`config.mk`:
```
export PLATFORM = sky130hd
export DESIGN_NAME = md2_message_digest
export DESIGN_NICKNAME = d
export VERILOG_FILES = /design/src/rtl/md2_pkg.sv /design/src/rtl/md2_work_store.sv /design/src/rtl/md2_aux_store.sv /design/src/rtl/md2_ctrl.sv /design/src/rtl/md2_message_digest.sv
export SDC_FILE = /design/constraint.sdc
export NUM_CORES = 2
export LEC_CHECK = 0
export ABC_AREA = 1
export BUFFER_PORTS_ARGS = -buffer_cell sky130_fd_sc_hd__buf_2
export CORE_MARGIN = 2
export CORE_UTILIZATION = 35
export CTS_CLUSTER_SIZE = 8
export DETAILED_ROUTE_END_ITERATION = 6
export PLACE_DENSITY = 0.53
export SLEW_MARGIN = 25
export SYNTH_ARGS = -nofsm -noshare
export SYNTH_HDL_FRONTEND = slang
export SYNTH_SLANG_ARGS = --single-unit
```
`constraint.sdc`:
```
create_clock -name clk -period 5.79 [get_ports clk]
set_input_delay 1.158 -clock clk [delete_from_list [all_inputs] [get_ports clk]]
set_output_delay 1.158 -clock clk [all_outputs]
set_load 0.02 [all_outputs]
```
`src/rtl/md2_pkg.sv`:
```
`default_nettype none
// ----------------------------------------------------------------------------
// md2_pkg
// Shared types, constants and the substitution table of the MD2 digest block.
// ----------------------------------------------------------------------------
package md2_pkg;

    // Geometry of the compression function.
    localparam int unsigned BLOCK_BYTES = 16;
    localparam int unsigned WORK_BYTES  = 48;
    localparam int unsigned ROUNDS      = 18;

    // Address widths of the two state memories.
    localparam int unsigned WK_AW  = 6;
    localparam int unsigned AUX_AW = 5;

    // Fixed addresses and counts used by the sequencer.
    localparam logic [WK_AW-1:0] WK_LAST      = 6'd47;
    localparam logic [WK_AW-1:0] WK_DATA_BASE = 6'd16;
    localparam logic [WK_AW-1:0] WK_XOR_PREV  = 6'd31;
    localparam logic [4:0]       ROUND_LAST   = 5'd17;
    localparam logic [3:0]       BYTE_LAST    = 4'd15;

    // One input item.
    typedef struct packed {
        logic [7:0] data_byte;
        logic       has_byte;
        logic       is_last;
    } byte_item_t;

    // One result item.
    typedef struct packed {
        logic [63:0] digest_high;
        logic [63:0] digest_low;
    } digest_item_t;

    // Access request to the work memory.
    typedef struct packed {
        logic             we;
        logic [WK_AW-1:0] waddr;
        logic [7:0]       wdata;
        logic [WK_AW-1:0] raddr;
        logic             clr;
    } wk_req_t;

    // Access request to the pending block / checksum memory.
    typedef struct packed {
        logic              we;
        logic [AUX_AW-1:0] waddr;
        logic [7:0]        wdata;
        logic [AUX_AW-1:0] raddr_a;
        logic [AUX_AW-1:0] raddr_b;
        logic              clr;
    } aux_req_t;

    // Sequencer states.
    typedef enum logic [3:0] {
        S_IDLE,
        S_PAD,
        S_CPRE,
        S_CA,
        S_CB,
        S_CLAST,
        S_RND,
        S_DRD,
        S_EMIT
    } md2_state_t;

    // MD2 substitution table built from the digits of pi.
    localparam logic [7:0] SBOX [256] = '{
        8'h29, 8'h2E, 8'h43, 8'hC9, 8'hA2, 8'hD8, 8'h7C, 8'h01,
        8'h3D, 8'h36, 8'h54, 8'hA1, 8'hEC, 8'hF0, 8'h06, 8'h13,
        8'h62, 8'hA7, 8'h05, 8'hF3, 8'hC0, 8'hC7, 8'h73, 8'h8C,
        8'h98, 8'h93, 8'h2B, 8'hD9, 8'hBC, 8'h4C, 8'h82, 8'hCA,
        8'h1E, 8'h9B, 8'h57, 8'h3C, 8'hFD, 8'hD4, 8'hE0, 8'h16,
        8'h67, 8'h42, 8'h6F, 8'h18, 8'h8A, 8'h17, 8'hE5, 8'h12,
        8'hBE, 8'h4E, 8'hC4, 8'hD6, 8'hDA, 8'h9E, 8'hDE, 8'h49,
        8'hA0, 8'hFB, 8'hF5, 8'h8E, 8'hBB, 8'h2F, 8'hEE, 8'h7A,
        8'hA9, 8'h68, 8'h79, 8'h91, 8'h15, 8'hB2, 8'h07, 8'h3F,
        8'h94, 8'hC2, 8'h10, 8'h89, 8'h0B, 8'h22, 8'h5F, 8'h21,
        8'h80, 8'h7F, 8'h5D, 8'h9A, 8'h5A, 8'h90, 8'h32, 8'h27,
        8'h35, 8'h3E, 8'hCC, 8'hE7, 8'hBF, 8'hF7, 8'h97, 8'h03,
        8'hFF, 8'h19, 8'h30, 8'hB3, 8'h48, 8'hA5, 8'hB5, 8'hD1,
        8'hD7, 8'h5E, 8'h92, 8'h2A, 8'hAC, 8'h56, 8'hAA, 8'hC6,
        8'h4F, 8'hB8, 8'h38, 8'hD2, 8'h96, 8'hA4, 8'h7D, 8'hB6,
        8'h76, 8'hFC, 8'h6B, 8'hE2, 8'h9C, 8'h74, 8'h04, 8'hF1,
        8'h45, 8'h9D, 8'h70, 8'h59, 8'h64, 8'h71, 8'h87, 8'h20,
        8'h86, 8'h5B, 8'hCF, 8'h65, 8'hE6, 8'h2D, 8'hA8, 8'h02,
        8'h1B, 8'h60, 8'h25, 8'hAD, 8'hAE, 8'hB0, 8'hB9, 8'hF6,
        8'h1C, 8'h46, 8'h61, 8'h69, 8'h34, 8'h40, 8'h7E, 8'h0F,
        8'h55, 8'h47, 8'hA3, 8'h23, 8'hDD, 8'h51, 8'hAF, 8'h3A,
        8'hC3, 8'h5C, 8'hF9, 8'hCE, 8'hBA, 8'hC5, 8'hEA, 8'h26,
        8'h2C, 8'h53, 8'h0D, 8'h6E, 8'h85, 8'h28, 8'h84, 8'h09,
        8'hD3, 8'hDF, 8'hCD, 8'hF4, 8'h41, 8'h81, 8'h4D, 8'h52,
        8'h6A, 8'hDC, 8'h37, 8'hC8, 8'h6C, 8'hC1, 8'hAB, 8'hFA,
        8'h24, 8'hE1, 8'h7B, 8'h08, 8'h0C, 8'hBD, 8'hB1, 8'h4A,
        8'h78, 8'h88, 8'h95, 8'h8B, 8'hE3, 8'h63, 8'hE8, 8'h6D,
        8'hE9, 8'hCB, 8'hD5, 8'hFE, 8'h3B, 8'h00, 8'h1D, 8'h39,
        8'hF2, 8'hEF, 8'hB7, 8'h0E, 8'h66, 8'h58, 8'hD0, 8'hE4,
        8'hA6, 8'h77, 8'h72, 8'hF8, 8'hEB, 8'h75, 8'h4B, 8'h0A,
        8'h31, 8'h44, 8'h50, 8'hB4, 8'h8F, 8'hED, 8'h1F, 8'h1A,
        8'hDB, 8'h99, 8'h8D, 8'h33, 8'h9F, 8'h11, 8'h83, 8'h14
    };

    // Table lookup.
    function automatic logic [7:0] sbox_lookup(input logic [7:0] idx);
        return SBOX[idx];
    endfunction

endpackage
`default_nettype wire

```
`src/rtl/md2_work_store.sv`:
```
`default_nettype none
// ----------------------------------------------------------------------------
// md2_work_store
// The 48-byte work memory. Entries 0 to 15 hold the chaining value between
// blocks; valid bits make entries unwritten since reset or a clear read as zero.
// ----------------------------------------------------------------------------
module md2_work_store
    import md2_pkg::*;
(
    input  wire logic       clk,
    input  wire logic       rst_n,
    input  wire wk_req_t    req,
    output logic      [7:0] rdata
);

    logic [7:0]  mem [WORK_BYTES];
    logic [7:0]  rdata_reg;
    logic        zero_reg;
    logic [15:0] chain_vld_reg;

    // Synchronous write and registered read.
    always_ff @(posedge clk)
    begin
        if (req.we)
        begin
            mem[req.waddr] <= req.wdata;
        end
        rdata_reg <= mem[req.raddr];
    end

    // Valid bits of the chaining region and the mask flag of the read.
    always_ff @(posedge clk or negedge rst_n)
    begin
        if (!rst_n)
        begin
            chain_vld_reg <= '0;
            zero_reg      <= 1'b0;
        end
        else
        begin
            zero_reg <= (req.raddr[5:4] == 2'b00) && !chain_vld_reg[req.raddr[3:0]];
            if (req.clr)
            begin
                chain_vld_reg <= '0;
            end
            else if (req.we && (req.waddr[5:4] == 2'b00))
            begin
                chain_vld_reg[req.waddr[3:0]] <= 1'b1;
            end
        end
    end

    assign rdata = zero_reg ? 8'h00 : rdata_reg;

endmodule
`default_nettype wire

```
`src/rtl/md2_aux_store.sv`:
```
`default_nettype none
// ----------------------------------------------------------------------------
// md2_aux_store
// Pending block (entries 0 to 15) and running checksum (entries 16 to 31),
// one write port and two registered read ports. Checksum entries carry
// valid bits so that they read as zero until written.
// ----------------------------------------------------------------------------
module md2_aux_store
    import md2_pkg::*;
(
    input  wire logic       clk,
    input  wire logic       rst_n,
    input  wire aux_req_t   req,
    output logic      [7:0] rdata_a,
    output logic      [7:0] rdata_b
);

    logic [7:0]  mem [2 * BLOCK_BYTES];
    logic [7:0]  rdata_a_reg;
    logic [7:0]  rdata_b_reg;
    logic        zero_a_reg;
    logic        zero_b_reg;
    logic [15:0] cks_vld_reg;

    // Synchronous write and two registered reads.
    always_ff @(posedge clk)
    begin
        if (req.we)
        begin
            mem[req.waddr] <= req.wdata;
        end
        rdata_a_reg <= mem[req.raddr_a];
        rdata_b_reg <= mem[req.raddr_b];
    end

    // Checksum valid bits and the mask flags of both reads.
    always_ff @(posedge clk or negedge rst_n)
    begin
        if (!rst_n)
        begin
            cks_vld_reg <= '0;
            zero_a_reg  <= 1'b0;
            zero_b_reg  <= 1'b0;
        end
        else
        begin
            zero_a_reg <= req.raddr_a[4] && !cks_vld_reg[req.raddr_a[3:0]];
            zero_b_reg <= req.raddr_b[4] && !cks_vld_reg[req.raddr_b[3:0]];
            if (req.clr)
            begin
                cks_vld_reg <= '0;
            end
            else if (req.we && req.waddr[4])
            begin
                cks_vld_reg[req.waddr[3:0]] <= 1'b1;
            end
        end
    end

    assign rdata_a = zero_a_reg ? 8'h00 : rdata_a_reg;
    assign rdata_b = zero_b_reg ? 8'h00 : rdata_b_reg;

endmodule
`default_nettype wire

```
`src/rtl/md2_ctrl.sv`:
```
`default_nettype none
// ----------------------------------------------------------------------------
// md2_ctrl
// Sequencer and byte datapath: absorbs bytes, pads, runs the compression
// one S-box step per cycle over the work memory, and assembles the digest.
// ----------------------------------------------------------------------------
module md2_ctrl
    import md2_pkg::*;
(
    input  wire logic         clk,
    input  wire logic         rst_n,
    input  wire logic         byte_valid,
    output logic              byte_stall,
    input  wire byte_item_t   byte_item,
    output logic              digest_valid,
    input  wire logic         digest_stall,
    output digest_item_t      digest_item,
    output wk_req_t           wk_req,
    input  wire logic   [7:0] wk_rdata,
    output aux_req_t          aux_req,
    input  wire logic   [7:0] aux_rdata_a,
    input  wire logic   [7:0] aux_rdata_b
);

    md2_state_t   state_reg, state_next;
    logic [5:0]   k_reg, k_next;
    logic [4:0]   r_reg, r_next;
    logic [7:0]   t_reg, t_next;
    logic [7:0]   l_reg, l_next;
    logic [7:0]   x_reg, x_next;
    logic [7:0]   pad_reg, pad_next;
    logic [3:0]   fill_reg, fill_next;
    logic         last_reg, last_next;
    logic         padded_reg, padded_next;
    logic         src_cks_reg, src_cks_next;
    logic         out_vld_reg, out_vld_next;
    logic [127:0] dig_reg, dig_next;
    digest_item_t out_item_reg, out_item_next;
    logic         out_load;
    logic [7:0]   step_val;
    logic [7:0]   cks_val;

    // Control registers.
    always_ff @(posedge clk or negedge rst_n)
    begin
        if (!rst_n)
        begin
            state_reg   <= S_IDLE;
            k_reg       <= '0;
            r_reg       <= '0;
            fill_reg    <= '0;
            last_reg    <= 1'b0;
            padded_reg  <= 1'b0;
            src_cks_reg <= 1'b0;
            out_vld_reg <= 1'b0;
        end
        else
        begin
            state_reg   <= state_next;
            k_reg       <= k_next;
            r_reg       <= r_next;
            fill_reg    <= fill_next;
            last_reg    <= last_next;
            padded_reg  <= padded_next;
            src_cks_reg <= src_cks_next;
            out_vld_reg <= out_vld_next;
        end
    end

    // Datapath registers.
    always_ff @(posedge clk)
    begin
        t_reg        <= t_next;
        l_reg        <= l_next;
        x_reg        <= x_next;
        pad_reg      <= pad_next;
        dig_reg      <= dig_next;
        out_item_reg <= out_item_next;
    end

    // One chaining step and one checksum step.
    assign step_val = wk_rdata ^ sbox_lookup(t_reg);
    assign cks_val  = aux_rdata_b ^ sbox_lookup(aux_rdata_a ^ l_reg);

    // Next state, memory requests and output register.
    always_comb
    begin
        state_next    = state_reg;
        k_next        = k_reg;
        r_next        = r_reg;
        t_next        = t_reg;
        l_next        = l_reg;
        x_next        = x_reg;
        pad_next      = pad_reg;
        fill_next     = fill_reg;
        last_next     = last_reg;
        padded_next   = padded_reg;
        src_cks_next  = src_cks_reg;
        dig_next      = dig_reg;
        out_item_next = out_item_reg;
        out_load      = 1'b0;
        wk_req        = '0;
        aux_req       = '0;

        unique case (state_reg)
            S_IDLE:
            begin
                if (byte_valid)
                begin
                    if (byte_item.has_byte)
                    begin
                        aux_req.we    = 1'b1;
                        aux_req.waddr = {1'b0, fill_reg};
                        aux_req.wdata = byte_item.data_byte;
                        fill_next     = fill_reg + 4'd1;
                        if (fill_reg == BYTE_LAST)
                        begin
                            src_cks_next = 1'b0;
                            last_next    = byte_item.is_last;
                            padded_next  = 1'b0;
                            state_next   = S_CPRE;
                        end
                        else if (byte_item.is_last)
                        begin
                            pad_next   = {4'h0, BYTE_LAST - fill_reg};
                            last_next  = 1'b1;
                            state_next = S_PAD;
                        end
                    end
                    else if (byte_item.is_last)
                    begin
                        pad_next   = {3'b000, 5'd16 - {1'b0, fill_reg}};
                        last_next  = 1'b1;
                        state_next = S_PAD;
                    end
                end
            end

            // Fill the rest of the pending block with the pad value.
            S_PAD:
            begin
                aux_req.we    = 1'b1;
                aux_req.waddr = {1'b0, fill_reg};
                aux_req.wdata = pad_reg;
                fill_next     = fill_reg + 4'd1;
                if (fill_reg == BYTE_LAST)
                begin
                    src_cks_next = 1'b0;
                    padded_next  = 1'b1;
                    state_next   = S_CPRE;
                end
            end

            // Fetch the last checksum byte as the initial link value.
            S_CPRE:
            begin
                aux_req.raddr_b = {1'b1, BYTE_LAST};
                k_next          = '0;
                state_next      = S_CA;
            end

            // Load phase, first half: issue reads, store the previous XOR byte.
            S_CA:
            begin
                if (k_reg == 6'd0)
                begin
                    l_next = aux_rdata_b;
                end
                else
                begin
                    wk_req.we    = 1'b1;
                    wk_req.waddr = k_reg + WK_XOR_PREV;
                    wk_req.wdata = x_reg;
                end
                wk_req.raddr    = k_reg;
                aux_req.raddr_a = {src_cks_reg, k_reg[3:0]};
                aux_req.raddr_b = {1'b1, k_reg[3:0]};
                state_next      = S_CB;
            end

            // Load phase, second half: data byte, XOR byte, checksum update.
            S_CB:
            begin
                wk_req.we     = 1'b1;
                wk_req.waddr  = k_reg + WK_DATA_BASE;
                wk_req.wdata  = aux_rdata_a;
                x_next        = wk_rdata ^ aux_rdata_a;
                aux_req.we    = 1'b1;
                aux_req.waddr = {1'b1, k_reg[3:0]};
                aux_req.wdata = cks_val;
                l_next        = cks_val;
                if (k_reg[3:0] == BYTE_LAST)
                begin
                    state_next = S_CLAST;
                end
                else
                begin
                    k_next     = k_reg + 6'd1;
                    state_next = S_CA;
                end
            end

            // Store the last XOR byte and prime the first round read.
            S_CLAST:
            begin
                wk_req.we    = 1'b1;
                wk_req.waddr = WK_LAST;
                wk_req.wdata = x_reg;
                wk_req.raddr = '0;
                k_next       = '0;
                r_next       = '0;
                t_next       = 8'h00;
                state_next   = S_RND;
            end

            // One S-box step per cycle; the next entry is read in parallel.
            S_RND:
            begin
                wk_req.we    = 1'b1;
                wk_req.waddr = k_reg;
                wk_req.wdata = step_val;
                if (k_reg == WK_LAST)
                begin
                    wk_req.raddr = '0;
                    t_next       = step_val + {3'b000, r_reg};
                    k_next       = '0;
                    if (r_reg == ROUND_LAST)
                    begin
                        if (src_cks_reg)
                        begin
                            state_next = S_DRD;
                        end
                        else if (last_reg && !padded_reg)
                        begin
                            pad_next   = 8'd16;
                            state_next = S_PAD;
                        end
                        else if (last_reg)
                        begin
                            src_cks_next = 1'b1;
                            state_next   = S_CPRE;
                        end
                        else
                        begin
                            state_next = S_IDLE;
                        end
                    end
                    else
                    begin
                        r_next = r_reg + 5'd1;
                    end
                end
                else
                begin
                    wk_req.raddr = k_reg + 6'd1;
                    t_next       = step_val;
                    k_next       = k_reg + 6'd1;
                end
            end

            // Read the chaining value out, byte 0 first.
            S_DRD:
            begin
                wk_req.raddr = {2'b00, k_reg[3:0]};
                if (k_reg != 6'd0)
                begin
                    dig_next = {dig_reg[119:0], wk_rdata};
                end
                if (k_reg == WK_DATA_BASE)
                begin
                    state_next = S_EMIT;
                end
                else
                begin
                    k_next = k_reg + 6'd1;
                end
            end

            // Hand the digest to the output register and start over.
            S_EMIT:
            begin
                if (!out_vld_reg || !digest_stall)
                begin
                    out_load                  = 1'b1;
                    out_item_next.digest_high = dig_reg[127:64];
                    out_item_next.digest_low  = dig_reg[63:0];
                    wk_req.clr                = 1'b1;
                    aux_req.clr               = 1'b1;
                    fill_next                 = '0;
                    last_next                 = 1'b0;
                    padded_next               = 1'b0;
                    src_cks_next              = 1'b0;
                    state_next                = S_IDLE;
                end
            end

            default:
            begin
                state_next = S_IDLE;
            end
        endcase
    end

    // Output register handshake.
    always_comb
    begin
        out_vld_next = out_vld_reg;
        if (out_load)
        begin
            out_vld_next = 1'b1;
        end
        else if (out_vld_reg && !digest_stall)
        begin
            out_vld_next = 1'b0;
        end
    end

    assign byte_stall   = (state_reg != S_IDLE);
    assign digest_valid = out_vld_reg;
    assign digest_item  = out_item_reg;

endmodule
`default_nettype wire

```
`src/rtl/md2_message_digest.sv`:
```
`default_nettype none
// ----------------------------------------------------------------------------
// md2_message_digest
// MD2 message digest engine, one message byte per input item.
// ----------------------------------------------------------------------------
// Usage:
//   The byte channel (byte_valid, byte_stall, byte_item) takes one item per
//   message byte; has_byte = 0 with is_last = 1 ends a message without a byte.
//   An item is taken on a clock edge with valid high and stall low.
//   A byte that neither completes a 16-byte block nor ends the message
//   leaves the engine ready. The 16th byte starts a compression: the work
//   block is built and the checksum updated, then 864 S-box steps, one per
//   cycle, each a read-modify-write of the single-port-write work memory.
//   The last item adds the padding of the pending block, the padding
//   compression (after the data compression when the last byte filled a
//   block), the checksum compression, the read-out of the digest and the
//   load of the output register. The engine takes no byte during any of this.
//   The digest channel (digest_valid, digest_stall, digest_item) presents
//   one item per message from an output register; while it is stalled the
//   engine still accepts and hashes the next message, and only waits at
//   the end of that message until the register is free.
//   After reset, and after each digest, the engine holds the initial state.
// ----------------------------------------------------------------------------
module md2_message_digest
    import md2_pkg::*;
(
    input  wire logic         clk,
    input  wire logic         rst_n,
    input  wire logic         byte_valid,
    output logic              byte_stall,
    input  wire byte_item_t   byte_item,
    output logic              digest_valid,
    input  wire logic         digest_stall,
    output digest_item_t      digest_item
);

    wk_req_t    wk_req;
    aux_req_t   aux_req;
    logic [7:0] wk_rdata;
    logic [7:0] aux_rdata_a;
    logic [7:0] aux_rdata_b;

    // Sequencer and datapath.
    md2_ctrl u_ctrl (
        .clk          (clk),
        .rst_n        (rst_n),
        .byte_valid   (byte_valid),
        .byte_stall   (byte_stall),
        .byte_item    (byte_item),
        .digest_valid (digest_valid),
        .digest_stall (digest_stall),
        .digest_item  (digest_item),
        .wk_req       (wk_req),
        .wk_rdata     (wk_rdata),
        .aux_req      (aux_req),
        .aux_rdata_a  (aux_rdata_a),
        .aux_rdata_b  (aux_rdata_b)
    );

    // Work block and chaining value.
    md2_work_store u_work (
        .clk   (clk),
        .rst_n (rst_n),
        .req   (wk_req),
        .rdata (wk_rdata)
    );

    // Pending block and running checksum.
    md2_aux_store u_aux (
        .clk     (clk),
        .rst_n   (rst_n),
        .req     (aux_req),
        .rdata_a (aux_rdata_a),
        .rdata_b (aux_rdata_b)
    );

endmodule
`default_nettype wire

```
==> results.toml <==
[power]
cellPowerDensity_nw_per_um2 = 290
cellInternalPower_mw = 12.5
power_switching_share = 0.202
p_leak_nw = 19.5
power.combinational.fraction = 0.001
seqPwrFrac = 0.501
vdd_drop_max_mv = 0.201
p_switching_mw = 3.17
power_frac_clock = 0.498

[cts]
cts.sink_count = 1007
cts_setup_buffers = 0
cts_tree = "done"
cts_resizes = 0
clock_path_buffers = 3
cts_max_level = 4
post_cts_hold_buffer_count = 0
cts_root_buffer = "sky130_fd_sc_hd__clkbuf_16"
worst_skew_pair.late_latency_ns = 0.78
clkTransAtPathRegs_ns = 0.05
numCtsBuffers = 145

[sta]
worst_hold_slack_ns = 0.414
timing_hold_violations_final = 0
layout_worst_path_cycle_share = 0.798
grt_setup_unrepaired = "false"
crit_path_time_final_ns = 4.62
skew_ns = 0.0507
max_freq_mhz = 216
timing.setup.tns_ns = 0
setup_slack_ns = 1.17
max_slew.worst_pin.slew_ns = 1.07
report.final.setup_viol = 0
relSlewSlack = 0.282
slew_violations = 0

[layout]
num-nets-final = 4877
largest_reg_by_ff_count = "u_work.mem"
mostFrequentLayoutCells = "sky130_fd_sc_hd__nand2_1, sky130_fd_sc_hd__edfxtp_1, sky130_fd_sc_hd__nand3_1, sky130_fd_sc_hd__inv_1, sky130_fd_sc_hd__nor2_1"
largest_reg_flops = 384
area_delta_synth_final_pct = 13.8
multiInputGateArea_um2 = 15200
seq_area_um2 = 29700
fillers = 13200
layout.cells.most_common = "sky130_fd_sc_hd__nand2_1"
final-instance-count-excl-fill = 6665
finalInstanceArea_um2 = 54100
layout-drive-gt1-share = 0.103
biggestRegsByFlops = "u_work.mem x384, u_aux.mem x256"

[critical_path]
criticalPathCategory = "flip-flop to flip-flop"
cp_top_family = "simple AND/OR/NAND/NOR gates"
critPathSlowestCell = "sky130_fd_sc_hd__edfxtp_1"
crit_path_frequent_cell = "sky130_fd_sc_hd__nand2_1"
crit_path_max_incr_delay_ns = 0.61
critPathRequiredTime_ns = 6.29
critical_path.cell_chain = "inv_1 -> ha_1 -> inv_1 -> nand2_1 -> inv_1 -> o21ai_0 -> o211ai_1 -> nand2_1 -> nand2_1 -> nand2_1 -> nand2_1 -> nand2_1 -> nand2_1 -> ha_1 -> a21oi_1 -> inv_1 -> a31oi_1 -> nor2_1 -> nor2_1 -> inv_1 -> a21oi_1 -> nor2_1 -> o21ai_0 -> nor2_1"
crit_path_buf_inv_count = 5
critical_path_arrival_ns = 5.12
critical_path.endpoint_type = "flip-flop"
start_kind = "flip-flop"
critical_path_peak_fanout = 12

[synthesis]
avgSynthCellArea_um2 = 10.1
netlist_area_um2 = 47500
syn-instance-count = 4721
ys_seq_area_frac = 0.625
synth.net_count = 4775
ys_warn_count = 0
postSynthRegisterBits = 1007
unique_masters_post_synth = 56

[placement]
place_congestion = 0.982
hpwlAfterDp_um = 97400
placed_cells_incl_taps = 6457
detailed_place.area_um2 = 49900
place_ws_ns = 1.30
port_buffers = 143

[global_routing]
antenna_found_initial = 4
grt_util_met3 = 0.0440
grt_overflow_total = 0
grt.met1_usage = 0.308
globalRouteMet2Util = 0.328
via_count_of_the_first_global_routing_pass = 34100
grt_first_pass_wirelength_um = 226000
maximum_number_of_pins_on_one_net_before_global_route_repair = 154
grt_util_all_layers = 0.217
globalRoute.busiestLayer = "met2"

[detailed_routing]
routed-via-count = 36200
wirelength_um = 153000
routedWlPerCell_um = 22.9
drt_pass1_iterations = 6
drc = 0
via_per_inst = 5.43
initialDrtViolationCount = 3832
postRouteAntennaNets = 0

[floorplanning]
io-pin-count = 144
core.rowCount = 135
initial_core_utilization = 0.352
core_um2 = 135000
dieHeight_um = 373
die_area_um2 = 139000
die_width_um = 373

[flow_run]
drv.max_cap_violation_count = 0

[worst_hold_path]
worstHoldPathType = "flip-flop to flip-flop"

[run_status]
run_status = "completed"
-- worst register-to-register path, cell delays in order (launching register included) --
cell and delay (ns):
sky130_fd_sc_hd__edfxtp_1 0.61, sky130_fd_sc_hd__inv_1 0.28, sky130_fd_sc_hd__ha_1 0.62, sky130_fd_sc_hd__inv_1 0.15
sky130_fd_sc_hd__nand2_1 0.35, sky130_fd_sc_hd__inv_1 0.15, sky130_fd_sc_hd__o21ai_0 0.22, sky130_fd_sc_hd__o211ai_1 0.10
sky130_fd_sc_hd__nand2_1 0.10, sky130_fd_sc_hd__nand2_1 0.09, sky130_fd_sc_hd__nand2_1 0.10, sky130_fd_sc_hd__nand2_1 0.06
sky130_fd_sc_hd__nand2_1 0.07, sky130_fd_sc_hd__nand2_1 0.10, sky130_fd_sc_hd__ha_1 0.35, sky130_fd_sc_hd__a21oi_1 0.14
sky130_fd_sc_hd__inv_1 0.05, sky130_fd_sc_hd__a31oi_1 0.21, sky130_fd_sc_hd__nor2_1 0.07, sky130_fd_sc_hd__nor2_1 0.09
sky130_fd_sc_hd__inv_1 0.04, sky130_fd_sc_hd__a21oi_1 0.12, sky130_fd_sc_hd__nor2_1 0.08, sky130_fd_sc_hd__o21ai_0 0.18
sky130_fd_sc_hd__nor2_1 0.07
-- layer usage --
metal	share of wire	wire length, um
met2	0.44	67600
met5	0.00012	18
met1	0.45	68500
met3	0.076	11600
met4	0.033	5040
-- power by group through the flow --
stage               clock [mW]  combinational [mW]  sequential (mW)
floorplan                    0             0.00246             7.98
finish                    7.80              0.0213             7.84
CTS                       7.97              0.0219             7.84
global placement             0              0.0216             7.98
global route              8.28              0.0238             7.83
detailed placement           0              0.0218             7.98
-- cell type report --
class                   count  share of cell area
diodes                      3            0.000139
clock buffers             187              0.0704
clock inverters            18             0.00682
inverters                 396              0.0277
multi-input cells        3062               0.280
flip-flops and latches   1007               0.549
well taps                1781              0.0412
repair buffers            211              0.0245
-- cells in the mapped netlist, drive strengths merged --
cell,n,share of area
a211oi,1,0.00026
a21o,5,0.00079
a21oi,225,0.024
a22oi,30,0.0047
a31oi,14,0.0020
a32o,23,0.0048
and3,7,0.00092
buf,180,0.021
clkbuf,76,0.0060
clkinv,6,0.00047
dfrtp,58,0.031
dfxtp,24,0.010
edfxtp,925,0.58
fa,1,0.00042
ha,39,0.010
inv,390,0.031
nand2,1149,0.092
nand3,680,0.072
nand3b,3,0.00047
nand4,22,0.0029
nor2,325,0.027
nor3,12,0.0015
nor4,2,0.00026
o2111ai,4,0.00074
o211ai,224,0.036
o21a,1,0.00016
o21ai,227,0.024
o21bai,2,0.00032
o221ai,6,0.0011
o22ai,11,0.0020
o311ai,1,0.00018
o31ai,1,0.00016
or2,27,0.0036
xnor2,3,0.00055
xor2,17,0.0033
-- worst paths after layout --
path / start / endpoint / slack, ns / cells after the start
worst max-delay path: u_ctrl.t_reg[0] / u_ctrl.t_reg[5] / 1.17 / 24
worst min-delay path: u_ctrl.dig_reg[125] / u_ctrl.digest_item[125] / 0.41 / 0
worst max register to register: u_ctrl.t_reg[0] / u_ctrl.t_reg[5] / 1.17 / 24
worst min register to register: u_ctrl.dig_reg[125] / u_ctrl.digest_item[125] / 0.41 / 0
max in group asynchronous: rst_n / u_aux.zero_a_reg / 4.61 / 2
min in group asynchronous: rst_n / u_ctrl.digest_valid / 0.54 / 2
-- metrics by stage --
step | util | power [mW]
finish | 0.400 | 15.7
global route | 0.400 | 16.1
CTS | 0.400 | 15.8
detailed placement | 0.369 | 8.00
global placement | 0.369 | 8.00
floorplan | - | 7.98
-- cell families (layout without fill, tap and decap cells) --
kind of cell	after synthesis	after routing	synth area share
other	0	3	0
xor gates and xnor gates	20	20	0.00384
and+or+nand+nor	2227	2227	0.201
AOI/OAI and AO/OA	775	775	0.101
adders and majority gates	40	40	0.0107
buffers and inverters	652	812	0.0587
DFF	1007	1007	0.625
(Power assumes the default switching activity.)
